[config.mk]
export PLATFORM = sky130hd
export DESIGN_NAME = sha256_message_hasher_top_flat
export DESIGN_NICKNAME = d
export VERILOG_FILES = /design/src/sha_pkg.sv /design/src/sha_if.sv /design/src/sha_dp.sv /design/src/sha_ctrl.sv /design/src/sha256_message_hasher_top.sv /design/src/flat_wrapper.sv
export SDC_FILE = /design/constraint.sdc
export NUM_CORES = 2
export LEC_CHECK = 0
export BUFFER_PORTS_ARGS = -buffer_cell sky130_fd_sc_hd__buf_4
export CORE_ASPECT_RATIO = 1.5
export CORE_MARGIN = 1.5
export CORE_UTILIZATION = 25
export CTS_CLUSTER_DIAMETER = 150
export CTS_CLUSTER_SIZE = 20
export DETAILED_ROUTE_END_ITERATION = 16
export PLACE_DENSITY = 0.46
export SYNTH_ARGS = -nofsm -noshare
export SYNTH_HDL_FRONTEND = slang
export SYNTH_SLANG_ARGS = --single-unit
[constraint.sdc]
create_clock -name clk -period 28.4 [get_ports clk]
set_input_delay 1.42 -clock clk [delete_from_list [all_inputs] [get_ports clk]]
set_output_delay 1.42 -clock clk [all_outputs]
set_load 0.05 [all_outputs]
[src/sha_pkg.sv]
// Shared types and constants for the SHA-256 message hasher.
package sha_pkg;

  typedef logic [31:0] word_t;

  localparam word_t IV [8] = '{
    32'h6a09e667, 32'hbb67ae85, 32'h3c6ef372, 32'ha54ff53a,
    32'h510e527f, 32'h9b05688c, 32'h1f83d9ab, 32'h5be0cd19};

  localparam word_t K [64] = '{
    32'h428a2f98, 32'h71374491, 32'hb5c0fbcf, 32'he9b5dba5, 32'h3956c25b, 32'h59f111f1,
    32'h923f82a4, 32'hab1c5ed5, 32'hd807aa98, 32'h12835b01, 32'h243185be, 32'h550c7dc3,
    32'h72be5d74, 32'h80deb1fe, 32'h9bdc06a7, 32'hc19bf174, 32'he49b69c1, 32'hefbe4786,
    32'h0fc19dc6, 32'h240ca1cc, 32'h2de92c6f, 32'h4a7484aa, 32'h5cb0a9dc, 32'h76f988da,
    32'h983e5152, 32'ha831c66d, 32'hb00327c8, 32'hbf597fc7, 32'hc6e00bf3, 32'hd5a79147,
    32'h06ca6351, 32'h14292967, 32'h27b70a85, 32'h2e1b2138, 32'h4d2c6dfc, 32'h53380d13,
    32'h650a7354, 32'h766a0abb, 32'h81c2c92e, 32'h92722c85, 32'ha2bfe8a1, 32'ha81a664b,
    32'hc24b8b70, 32'hc76c51a3, 32'hd192e819, 32'hd6990624, 32'hf40e3585, 32'h106aa070,
    32'h19a4c116, 32'h1e376c08, 32'h2748774c, 32'h34b0bcb5, 32'h391c0cb3, 32'h4ed8aa4a,
    32'h5b9cca4f, 32'h682e6ff3, 32'h748f82ee, 32'h78a5636f, 32'h84c87814, 32'h8cc70208,
    32'h90befffa, 32'ha4506ceb, 32'hbef9a3f7, 32'hc67178f2};

  localparam logic [7:0] PAD_BYTE = 8'h80;

  // Datapath word-load selection.
  typedef enum logic [1:0] {
    LD_MSG   = 2'd0,
    LD_PAD   = 2'd1,
    LD_ZERO  = 2'd2,
    LD_LEN   = 2'd3
  } ld_sel_t;

  // Controller -> datapath commands.
  typedef struct packed {
    logic    init;      // chaining value := IV, length := 0
    logic    load;      // write one word into the block store
    ld_sel_t ld_sel;
    logic    len_add;   // add 8*nbytes to the bit length
    logic    start;     // copy chaining value into working vars
    logic    round;     // one compression round
    logic    fold;      // chaining value += working vars
    logic    rehash;    // second pass: block store words 0..7 := digest
  } cmd_t;

  // Datapath -> controller status.
  typedef struct packed {
    logic [3:0] widx;   // next word slot in the block
    logic [5:0] rnd;    // round counter
  } sts_t;

endpackage

[src/sha_if.sv]
// Valid/ready channel interfaces for message and digest items.
interface sha_in_if;
  logic        valid;
  logic        ready;
  logic [31:0] data_word;
  logic [2:0]  valid_bytes;
  logic        last_word;
  modport source (output valid, data_word, valid_bytes, last_word, input ready);
  modport sink (input valid, data_word, valid_bytes, last_word, output ready);
endinterface

interface sha_out_if;
  logic        valid;
  logic        ready;
  logic [31:0] digest_word;
  logic [2:0]  digest_index;
  logic        digest_last;
  modport source (output valid, digest_word, digest_index, digest_last, input ready);
  modport sink (input valid, digest_word, digest_index, digest_last, output ready);
endinterface

[src/sha_dp.sv]
// SHA-256 datapath: block store, message schedule, round unit, chaining value.
module sha_dp (
  input  logic               clk,
  input  logic               rst_n,
  input  sha_pkg::cmd_t      cmd,
  input  logic [31:0]        in_word,
  input  logic [2:0]         in_nb,
  input  logic [2:0]         rd_idx,
  output logic [31:0]        rd_word,
  output sha_pkg::sts_t      sts
);

  localparam logic [7:0] PAD_BYTE_W = sha_pkg::PAD_BYTE;

  sha_pkg::word_t w_r [16];
  sha_pkg::word_t h_r [8];
  sha_pkg::word_t v_r [8];
  logic [63:0] len_r;
  logic [3:0]  widx_r;
  logic [5:0]  rnd_r;

  logic [31:0] msg_word, ld_word, wt, s0, s1, wnew;
  logic [31:0] t1, t2, ch, mj, e, a, se, sa;
  logic [2:0]  nb;

  always_comb begin
    nb = (in_nb > 3'd4) ? 3'd4 : in_nb;
    unique case (nb)
      3'd0:    msg_word = {PAD_BYTE_W, 24'h0};
      3'd1:    msg_word = {in_word[31:24], PAD_BYTE_W, 16'h0};
      3'd2:    msg_word = {in_word[31:16], PAD_BYTE_W, 8'h0};
      3'd3:    msg_word = {in_word[31:8], PAD_BYTE_W};
      default: msg_word = in_word;
    endcase
    case (cmd.ld_sel)
      sha_pkg::LD_MSG:  ld_word = msg_word;
      sha_pkg::LD_PAD:  ld_word = {PAD_BYTE_W, 24'h0};
      sha_pkg::LD_ZERO: ld_word = 32'h0;
      default:          ld_word = (widx_r == 4'd14) ? len_r[63:32] : len_r[31:0];
    endcase
  end

  // Rolling 16-word schedule: w_r[0] is W[t].
  always_comb begin
    wt = w_r[0];
    s0 = {w_r[1][6:0], w_r[1][31:7]} ^ {w_r[1][17:0], w_r[1][31:18]} ^ (w_r[1] >> 3);
    s1 = {w_r[14][16:0], w_r[14][31:17]} ^ {w_r[14][18:0], w_r[14][31:19]}
       ^ (w_r[14] >> 10);
    wnew = s1 + w_r[9] + s0 + w_r[0];
    a = v_r[0];
    e = v_r[4];
    se = {e[5:0], e[31:6]} ^ {e[10:0], e[31:11]} ^ {e[24:0], e[31:25]};
    sa = {a[1:0], a[31:2]} ^ {a[12:0], a[31:13]} ^ {a[21:0], a[31:22]};
    ch = (e & v_r[5]) ^ (~e & v_r[6]);
    mj = (a & v_r[1]) ^ (a & v_r[2]) ^ (v_r[1] & v_r[2]);
    t1 = v_r[7] + se + ch + sha_pkg::K[rnd_r] + wt;
    t2 = sa + mj;
  end

  always_ff @(posedge clk) begin
    if (!rst_n) begin
      widx_r <= '0;
      rnd_r  <= '0;
      len_r  <= '0;
      for (int i = 0; i < 8; i++) h_r[i] <= sha_pkg::IV[i];
    end else begin
      if (cmd.init) begin
        len_r <= '0;
        for (int i = 0; i < 8; i++) h_r[i] <= sha_pkg::IV[i];
      end else if (cmd.len_add) begin
        len_r <= len_r + {58'd0, nb, 3'd0};
      end
      if (cmd.load) begin
        w_r[widx_r] <= ld_word;
        widx_r <= widx_r + 4'd1;
      end
      if (cmd.rehash) begin
        for (int i = 0; i < 8; i++) w_r[i] <= h_r[i];
        widx_r <= 4'd8;
        len_r  <= 64'd256;
        for (int i = 0; i < 8; i++) h_r[i] <= sha_pkg::IV[i];
      end
      if (cmd.start) begin
        for (int i = 0; i < 8; i++) v_r[i] <= h_r[i];
        rnd_r <= '0;
      end
      if (cmd.round) begin
        for (int i = 0; i < 15; i++) w_r[i] <= w_r[i+1];
        w_r[15] <= wnew;
        v_r[7] <= v_r[6]; v_r[6] <= v_r[5]; v_r[5] <= v_r[4];
        v_r[4] <= v_r[3] + t1;
        v_r[3] <= v_r[2]; v_r[2] <= v_r[1]; v_r[1] <= v_r[0];
        v_r[0] <= t1 + t2;
        rnd_r <= rnd_r + 6'd1;
      end
      if (cmd.fold) begin
        for (int i = 0; i < 8; i++) h_r[i] <= h_r[i] + v_r[i];
      end
    end
  end

  assign rd_word  = h_r[rd_idx];
  assign sts.widx = widx_r;
  assign sts.rnd  = rnd_r;

endmodule

[src/sha_ctrl.sv]
// SHA-256 controller: accepts words, sequences padding, rounds and digest output.
module sha_ctrl (
  input  logic            clk,
  input  logic            rst_n,
  input  logic            cfg_double_hash,
  input  logic            in_valid,
  input  logic            in_last,
  input  logic [2:0]      in_nb,
  output logic            in_ready,
  input  logic            out_ready,
  output logic            out_valid,
  output logic [2:0]      out_idx,
  output sha_pkg::cmd_t   cmd,
  input  sha_pkg::sts_t   sts
);

  typedef enum logic [2:0] {
    S_IN, S_RUN, S_FOLD, S_PAD, S_REHASH, S_OUT
  } state_t;

  state_t     state_r, state_nxt;
  logic       fin_r, fin_nxt;       // length words go into the current block
  logic       padded_r, padded_nxt; // 0x80 byte already placed
  logic       pend_r, pend_nxt;     // message ended, padding not finished
  logic       dbl_r, dbl_nxt;
  logic       pass2_r, pass2_nxt;
  logic [2:0] oidx_r, oidx_nxt;
  logic       acc;

  assign in_ready  = (state_r == S_IN);
  assign out_valid = (state_r == S_OUT);
  assign out_idx   = oidx_r;
  assign acc       = in_valid && in_ready;

  always_comb begin
    state_nxt  = state_r;
    fin_nxt    = fin_r;
    padded_nxt = padded_r;
    pend_nxt   = pend_r;
    dbl_nxt    = dbl_r;
    pass2_nxt  = pass2_r;
    oidx_nxt   = oidx_r;
    cmd        = '0;
    cmd.ld_sel = sha_pkg::LD_MSG;
    unique case (state_r)
      S_IN: if (acc) begin
        cmd.load    = 1'b1;
        cmd.len_add = 1'b1;
        fin_nxt     = 1'b0;
        if (in_last) begin
          dbl_nxt    = cfg_double_hash;
          pend_nxt   = 1'b1;
          // a full last word leaves the 0x80 byte for the next slot
          padded_nxt = (in_nb < 3'd4);
          // length fits only if the 0x80 byte sits in slot 13 or lower
          fin_nxt    = (in_nb < 3'd4) && (sts.widx <= 4'd13);
          state_nxt  = S_PAD;
        end
        if (sts.widx == 4'd15) begin
          cmd.start = 1'b1;
          state_nxt = S_RUN;
        end
      end
      S_PAD: begin
        cmd.load = 1'b1;
        if (!padded_r) begin
          cmd.ld_sel = sha_pkg::LD_PAD;
          padded_nxt = 1'b1;
          fin_nxt    = (sts.widx <= 4'd13);
        end else if (fin_r && sts.widx >= 4'd14) begin
          cmd.ld_sel = sha_pkg::LD_LEN;
        end else begin
          cmd.ld_sel = sha_pkg::LD_ZERO;
        end
        if (sts.widx == 4'd15) begin
          cmd.start = 1'b1;
          state_nxt = S_RUN;
        end
      end
      S_RUN: begin
        cmd.round = 1'b1;
        if (sts.rnd == 6'd63) state_nxt = S_FOLD;
      end
      S_FOLD: begin
        cmd.fold = 1'b1;
        if (fin_r) begin
          if (dbl_r && !pass2_r) state_nxt = S_REHASH;
          else begin
            oidx_nxt  = '0;
            state_nxt = S_OUT;
          end
        end else if (pend_r) begin
          // message ended in this block; a placed 0x80 leaves room for length next
          fin_nxt   = padded_r;
          state_nxt = S_PAD;
        end else begin
          state_nxt = S_IN;
        end
      end
      S_REHASH: begin
        cmd.rehash = 1'b1;
        pass2_nxt  = 1'b1;
        padded_nxt = 1'b0;
        state_nxt  = S_PAD;
      end
      S_OUT: if (out_ready) begin
        oidx_nxt = oidx_r + 3'd1;
        if (oidx_r == 3'd7) begin
          cmd.init   = 1'b1;
          pass2_nxt  = 1'b0;
          fin_nxt    = 1'b0;
          padded_nxt = 1'b0;
          pend_nxt   = 1'b0;
          state_nxt  = S_IN;
        end
      end
      default: state_nxt = S_IN;
    endcase
  end

  always_ff @(posedge clk) begin
    if (!rst_n) begin
      state_r  <= S_IN;
      fin_r    <= 1'b0;
      padded_r <= 1'b0;
      pend_r   <= 1'b0;
      dbl_r    <= 1'b0;
      pass2_r  <= 1'b0;
      oidx_r   <= '0;
    end else begin
      state_r  <= state_nxt;
      fin_r    <= fin_nxt;
      padded_r <= padded_nxt;
      pend_r   <= pend_nxt;
      dbl_r    <= dbl_nxt;
      pass2_r  <= pass2_nxt;
      oidx_r   <= oidx_nxt;
    end
  end

  a_out_idx_zero_at_start: assert property (@(posedge clk) disable iff (!rst_n)
    (state_r == S_FOLD && state_nxt == S_OUT) |=> (oidx_r == 3'd0))
    else $error("digest index not reset");
  a_no_accept_busy: assert property (@(posedge clk) disable iff (!rst_n)
    (state_r == S_RUN) |-> !in_ready)
    else $error("ready while rounds run");
  a_round_count: assert property (@(posedge clk) disable iff (!rst_n)
    (state_r == S_RUN && sts.rnd == 6'd63) |=> (state_r == S_FOLD))
    else $error("round loop overran");

endmodule

[src/sha256_message_hasher_top.sv]
// Top level of the SHA-256 message hasher.
// Throughput: one word per cycle while a block fills; the 16th word starts 64 rounds
//   and a fold, during which no new word is accepted.
// A last word adds up to 17 padding loads and one or two compressions;
//   double mode adds a rehash step, 8 loads and one more compression; then 8 digest items.
// Reset (rst_n low, synchronous) loads the initial hash and clears control.
module sha256_message_hasher_top (
  input  logic      clk,
  input  logic      rst_n,
  input  logic      cfg_we,
  input  logic      cfg_wdata,
  sha_in_if.sink    in_ch,
  sha_out_if.source out_ch
);

  sha_pkg::cmd_t cmd;
  sha_pkg::sts_t sts;
  logic          dbl_r;
  logic [2:0]    oidx;

  // Single mode bit, sampled by the controller when the last word arrives.
  always_ff @(posedge clk) begin
    if (!rst_n) dbl_r <= 1'b0;
    else if (cfg_we) dbl_r <= cfg_wdata;
  end

  sha_ctrl u_ctrl (
    .clk, .rst_n,
    .cfg_double_hash (dbl_r),
    .in_valid  (in_ch.valid),
    .in_last   (in_ch.last_word),
    .in_nb     (in_ch.valid_bytes),
    .in_ready  (in_ch.ready),
    .out_ready (out_ch.ready),
    .out_valid (out_ch.valid),
    .out_idx   (oidx),
    .cmd, .sts
  );

  sha_dp u_dp (
    .clk, .rst_n, .cmd,
    .in_word (in_ch.data_word),
    .in_nb   (in_ch.last_word ? in_ch.valid_bytes : 3'd4),
    .rd_idx  (oidx),
    .rd_word (out_ch.digest_word),
    .sts
  );

  assign out_ch.digest_index = oidx;
  assign out_ch.digest_last  = (oidx == 3'd7);

endmodule
[src/flat_wrapper.sv]
// flat-port wrapper written by rule: the top's interface ports become plain ports
module sha256_message_hasher_top_flat 
  (clk, rst_n, cfg_we, cfg_wdata, in_ch_valid, in_ch_data_word, in_ch_valid_bytes, in_ch_last_word, in_ch_ready, out_ch_valid, out_ch_digest_word, out_ch_digest_index, out_ch_digest_last, out_ch_ready);
  sha_in_if in_ch_i ();
  sha_out_if out_ch_i ();
  input  logic clk;
  input  logic rst_n;
  input  logic cfg_we;
  input  logic cfg_wdata;
  input wire logic [$bits(in_ch_i.valid)-1:0] in_ch_valid;
  input wire logic [$bits(in_ch_i.data_word)-1:0] in_ch_data_word;
  input wire logic [$bits(in_ch_i.valid_bytes)-1:0] in_ch_valid_bytes;
  input wire logic [$bits(in_ch_i.last_word)-1:0] in_ch_last_word;
  output wire logic [$bits(in_ch_i.ready)-1:0] in_ch_ready;
  output wire logic [$bits(out_ch_i.valid)-1:0] out_ch_valid;
  output wire logic [$bits(out_ch_i.digest_word)-1:0] out_ch_digest_word;
  output wire logic [$bits(out_ch_i.digest_index)-1:0] out_ch_digest_index;
  output wire logic [$bits(out_ch_i.digest_last)-1:0] out_ch_digest_last;
  input wire logic [$bits(out_ch_i.ready)-1:0] out_ch_ready;
  assign in_ch_i.valid = in_ch_valid;
  assign in_ch_i.data_word = in_ch_data_word;
  assign in_ch_i.valid_bytes = in_ch_valid_bytes;
  assign in_ch_i.last_word = in_ch_last_word;
  assign in_ch_ready = in_ch_i.ready;
  assign out_ch_valid = out_ch_i.valid;
  assign out_ch_digest_word = out_ch_i.digest_word;
  assign out_ch_digest_index = out_ch_i.digest_index;
  assign out_ch_digest_last = out_ch_i.digest_last;
  assign out_ch_i.ready = out_ch_ready;
  sha256_message_hasher_top u_core (.clk(clk), .rst_n(rst_n), .cfg_we(cfg_we), .cfg_wdata(cfg_wdata), .in_ch(in_ch_i), .out_ch(out_ch_i));
endmodule
Word-level counts from Yosys, hierarchy flattened
Memory sizes are Yosys's and may differ from the RTL's. A register that Yosys moved wholly into a read port is not among the register bits.
Cells that the tools add are included.
{ "classes": {"add_sub_neg": 22, "magnitude_cmp": 5, "eq_ne": 24, "n_mux": 123, "bitwise": 59, "reduce_logical": 26} }
{ "ops": {"columns": ["op", "count"], "rows": [
  ["two-way mux 32 bit", 44],
  ["adder 32 bit", 18],
  ["bitwise XOR 32 bit", 9],
  ["bitwise AND 32 bit", 5],
  ["one-hot mux 32 bit (4 select lines)", 1],
  ["one-hot mux 32 bit (3 select lines)", 1],
  ["adder 64 x 6 -> 64 bit", 1],
  ["two-way mux 3 bit", 15],
  ["two-way mux 1 bit", 42],
  ["OR 1 bit", 40],
  ["inverter 32 bit", 1],
  ["OR reduction 32 bit", 1],
  ["bitwise XOR 32 x 22 -> 32 bit", 1],
  ["bitwise XOR 32 x 29 -> 32 bit", 1],
  ["two-way mux 9 bit", 3],
  ["one-hot mux 3 bit (6 select lines)", 1],
  ["AND reduction 5 bit", 3],
  ["== test 3 x 2 -> 1 bit, second input constant", 4],
  ["two-way mux 4 bit", 3],
  ["two-way mux 6 bit", 2],
  ["!= test 2 bit, second input constant", 6],
  ["nonzero test 2 bit", 5],
  ["== test 3 bit, second input constant", 3],
  ["== test 4 bit, second input constant", 2],
  ["31 further kinds", 47]
]} }
{ "totals": {"register_bits": 86, "mem_bits_rw": 1024, "mem_bits_ro": 2048, "output_inout_bits": 38, "word_cells": 276, "n_memories": 4} }
{ "memory_table": {"columns": ["name", "words", "width", "rd", "rd_clocked_by_memory_dff", "wr", "line", "rtl"], "rows": [
  ["(no name shown)", 64, 32, 1, 0, 0, "sha_dp.sv:56", "t1 = v_r[7] + se + ch + sha_pkg::K[rnd_r] + wt;"],
  ["u_core.u_dp.w_r", 16, 32, 16, 0, 16, "sha_dp.sv:15", "sha_pkg::word_t w_r [16];"],
  ["u_core.u_dp.h_r", 8, 32, 9, 1, 8, "sha_dp.sv:16", "sha_pkg::word_t h_r [8];"],
  ["u_core.u_dp.v_r", 8, 32, 8, 0, 8, "sha_dp.sv:17", "sha_pkg::word_t v_r [8];"]
]} }

Logic depth before layout (Yosys ltp)
{ "depth": {"ltp_word": 10, "ltp_mapped": 40, "mapped_depth_nobuf": 39} }

Cells and area by module
Synthesis repeated with hierarchy kept, for this count alone.
{ "hier_totals": {"cells_unflattened": 7548, "area_unflattened_um2": 75357.3} }
{ "modules_own_cells": {"columns": ["mod", "n_inst", "cells_each", "area_per_inst_um2"], "rows": [
  ["sha_dp", 1, 7430, 74480.2],
  ["sha_ctrl", 1, 111, 815.8],
  ["sha256_message_hasher_top", 1, 7, 61.3]
]} }

Worst setup path after synthesis
No wires, ideal clock.
{ "synth_path": {"path_type": "input to register", "start": "input port rst_n", "end": "memory u_core.u_dp.v_r[0][0] (netlist bit) (enable)", "setup_time_ns": 0.878, "arrival_time_ns": 12.680, "slack_ns": 14.842, "path_stages": 5, "path_cell_list": "inv_1 -> clkbuf_1 -> clkbuf_1 -> clkbuf_1 -> nor2_1"} }
{ "synth_rtl": {"columns": ["element", "line", "rtl"], "rows": [
  ["from (decl)", "flat_wrapper.sv:7", "input logic rst_n;"],
  ["to (decl)", "sha_dp.sv:17", null]
]} }

==> reports/metrics.csv <==
stage,metric,value,unit
detailed_routing,DRT Pass-1 Iters,6,
detailed_routing,via/cell ratio,5.18,
die,# IOs,80,
logic_synthesis,register area share after synthesis,42.8,%
worst_setup_path,Critical Setup Path Class,flop to flop,
worst_setup_path,Critical Path Source Type,flop,
cts,Num CTS Buffers,66,
place,placed cells,11473,
timing,Peak Freq,87.4,MHz
hold_path,Hold Path Class,flop to flop,
timing,Final Setup Violations,0,
cts,CTS sink cnt,1110,
cts,worst skew pair latency,0.73,ns
logic_synthesis,"FF+latch count, synth",1110,
worst_setup_path,max incr delay on CP,0.71,ns
cts,Post-CTS Setup Inserts,0,
cts,Max Root-Sink Buffers,3,
global_routing,largest net degree at the start of global routing,189,
worst_setup_path,Worst Path Required,28.90,ns
run,# Max-Cap Violations,0,
detailed_routing,DRC,0,
layout,fillers,31674,
logic_synthesis,number of synthesis warnings,0,
die,Chip Height,675,um
timing,Final Hold Vio Count,0,
timing,fin crit share,40.3,%
worst_setup_path,CP max stage cell,ha_1,
timing,crit path time final,11.44,ns
worst_setup_path,Critical Path Fanout Max,29,
logic_synthesis,ys async rst share,0,%
logic_synthesis,synth top area cells,"edfxtp_1 (40%), ha_1 (6.7%), nand2_1 (6.0%)",
layout,Area Overhead vs Synth,9.91,%
logic_synthesis,most common cell in the netlist,nand2_1,
die,initial core utilization,25.1,%
logic_synthesis,Syn Area/Cell,9.80,um2
global_routing,first-pass GRT wire length,451000,um
global_routing,gr usage total,20.6,%
timing,clk_skew,0.0483,ns
cts,hold bufs inserted after CTS,0,
logic_synthesis,unique cell type count in the Yosys netlist,97,
place,routability cong.,0.978,
logic_synthesis,syn_nets,8314,
worst_setup_path,arrival time worst endpoint,11.94,ns
timing,Max transition margin,11.3,%
layout,Layout Utilization,27.6,%
logic_synthesis,Post-synth EDFFs,992,
cts,Root Driver,clkbuf_16,
place,hpwl dp,248000,um
timing,unrepaired setup endpoints after global routing,no,
detailed_routing,total number of vias,60009,
run_status,outcome,"complete, no violations",
timing,setup TNS,0,ns
place,I/O Buffers,79,
cts,clock slew at reported path FFs,0.11,ns
detailed_routing,Final ANT Viol Nets,0,
timing,Hold Slack,0.499,ns
global_routing,gr ovfl total,0,
die,cell row count,246,
die,core box area,299000,um2
timing,Max Slew Vio Count,0,
cts,H-tree lvl count,3,
global_routing,antenna violations before repair,6,
layout,NumNets Final,8214,
worst_setup_path,CP dominant cell by count,inv_1,
layout,Non-Filler Instances,11593,
logic_synthesis,share of the synthesized area in the top cell type,39.6,%
detailed_routing,DRT iter0 DRCs,4803,
worst_setup_path,Worst Setup End Kind,flop,
logic_synthesis,post-synthesis cell count,7673,
timing,Tightest Pin Transition,1.32,ns
cts,Resize count post-CTS,0,
cts,CTS tree,done,
logic_synthesis,top_reg_cell synth,edfxtp_1,
global_routing,vias in the first global route,60203,
logic_synthesis,commonest cells in the netlist,"nand2_1 (1202), edfxtp_1 (992), nor2_1 (613), a21oi_1 (592), o21ai_0 (559)",
detailed_routing,WL/cell,27.7,um
detailed_routing,final WL,321000,um
layout,share of cells above drive strength 1,7.01,%
logic_synthesis,mapped cell area,75200,um2
die,Die Span X,451,um
logic_synthesis,top cell type by total area after synthesis,edfxtp_1,
die,Die ar.,304000,um2
[per-stage QoR]
stage,cell area (um2),setup WS [ns]
3_3_place_gp,80700,16.73
5_1_grt,82600,16.39
3_5_place_dp,80700,16.78
4_1_cts,82600,16.79
2_1_floorplan,75200,14.84
6_report,82600,16.96
[cells in the final DEF, fill, tap and decap left out, types with 59 or more instances in the layout]
| master | n |
|---|---|
| nand2b_1 | 65 |
| a21oi_1 | 586 |
| o21a_1 | 220 |
| fa_1 | 196 |
| nor3_1 | 100 |
| xor2_1 | 234 |
| nand2_1 | 1194 |
| mux4_2 | 68 |
| a221o_1 | 79 |
| o21ai_0 | 554 |
| buf_4 | 226 |
| and3_1 | 59 |
| nand3_1 | 83 |
| inv_1 | 326 |
| clkbuf_16 | 68 |
| nor2_1 | 603 |
| nor2b_1 | 61 |
| xnor2_1 | 387 |
| edfxtp_1 | 992 |
| ha_1 | 403 |
| dfxtp_1 | 111 |
| a21o_1 | 207 |
[worst max-delay path, delay by kind of cell (launching register included)]
kind | cells | cell delay [ns]
xor+xnor | 2 | 0.54
buf+inv | 7 | 1.10
fa+ha+maj | 8 | 3.61
mux | 1 | 0.26
compound gates | 13 | 4.22
flops | 1 | 0.31
simple gates | 4 | 1.13
[path summary, 6_finish.rpt]
path / start / to / slack (ns) / depth (start not counted)
setup / recovery: u_core.u_dp.rnd_r[0]$_SDFFE_PN0P_ / u_core.u_dp.v_r[0][31]$_DFFE_PP_ / 16.96 / 35
hold / removal: u_core.u_dp.len_r[3]$_SDFFE_PP0P_ / u_core.u_dp.len_r[3]$_SDFFE_PP0P_ / 0.50 / 2
setup reg to reg: u_core.u_dp.rnd_r[0]$_SDFFE_PN0P_ / u_core.u_dp.v_r[0][31]$_DFFE_PP_ / 16.96 / 35
hold reg to reg: u_core.u_dp.len_r[3]$_SDFFE_PP0P_ / u_core.u_dp.len_r[3]$_SDFFE_PP0P_ / 0.50 / 2
[routing by layer]
layer  global-route usage [%]  part of all wire (%)  vias up
li1                         -                     -    27151
met1                     22.4                    37    30454
met2                     38.0                    52     1911
met3                     2.08                   4.4      489
met4                     12.9                   7.3        4
met5                        0                0.0084        -
[area by class of cell]
cell class / count / area (um2) / share of cell area [%]
clock inverters: 8 / 96.3 / 0.117
repair buffers: 232 / 1820 / 2.20
multi-input cells: 5830 / 40500 / 49.0
well taps: 3968 / 4960 / 6.01
inverters: 333 / 1250 / 1.52
diodes: 4 / 10.0 / 0.0121
flip-flops and latches: 1110 / 32200 / 38.9
clock buffers: 108 / 1850 / 2.24
[flip-flops by register name (all words and copies together) (netlist names), named ones only]
register                cells
u_core.u_dp.rnd_r           6
u_core.dbl_r                1
u_core.u_ctrl.state_r       3
u_core.u_ctrl.out_idx       3
u_core.u_dp.len_r          61
u_core.u_dp.w_r           512
u_core.u_dp.h_r           256
u_core.u_dp.widx_r          4
u_core.u_ctrl.padded_r      1
u_core.u_ctrl.pend_r        1
u_core.u_dp.v_r           256
u_core.u_ctrl.pass2_r       1
u_core.u_ctrl.dbl_r         1
u_core.u_ctrl.fin_r         1
[logic make-up after synthesis]
| logic type | count (synthesis) | synth area share, % |
|---|---|---|
| AO/OA/AOI/OAI | 2080 | 17.5 |
| XOR/XNOR | 623 | 7.30 |
| adder cells (fa/ha/maj) | 603 | 12.0 |
| AND/OR/NAND/NOR | 2374 | 13.5 |
| flip-flops | 1110 | 42.8 |
| buffers and inverters | 733 | 3.67 |
| multiplexers | 150 | 3.22 |
Power is left out: the tool's default activity adds up to more than one toggle a clock period on the data nets, which glitch-free logic cannot reach.
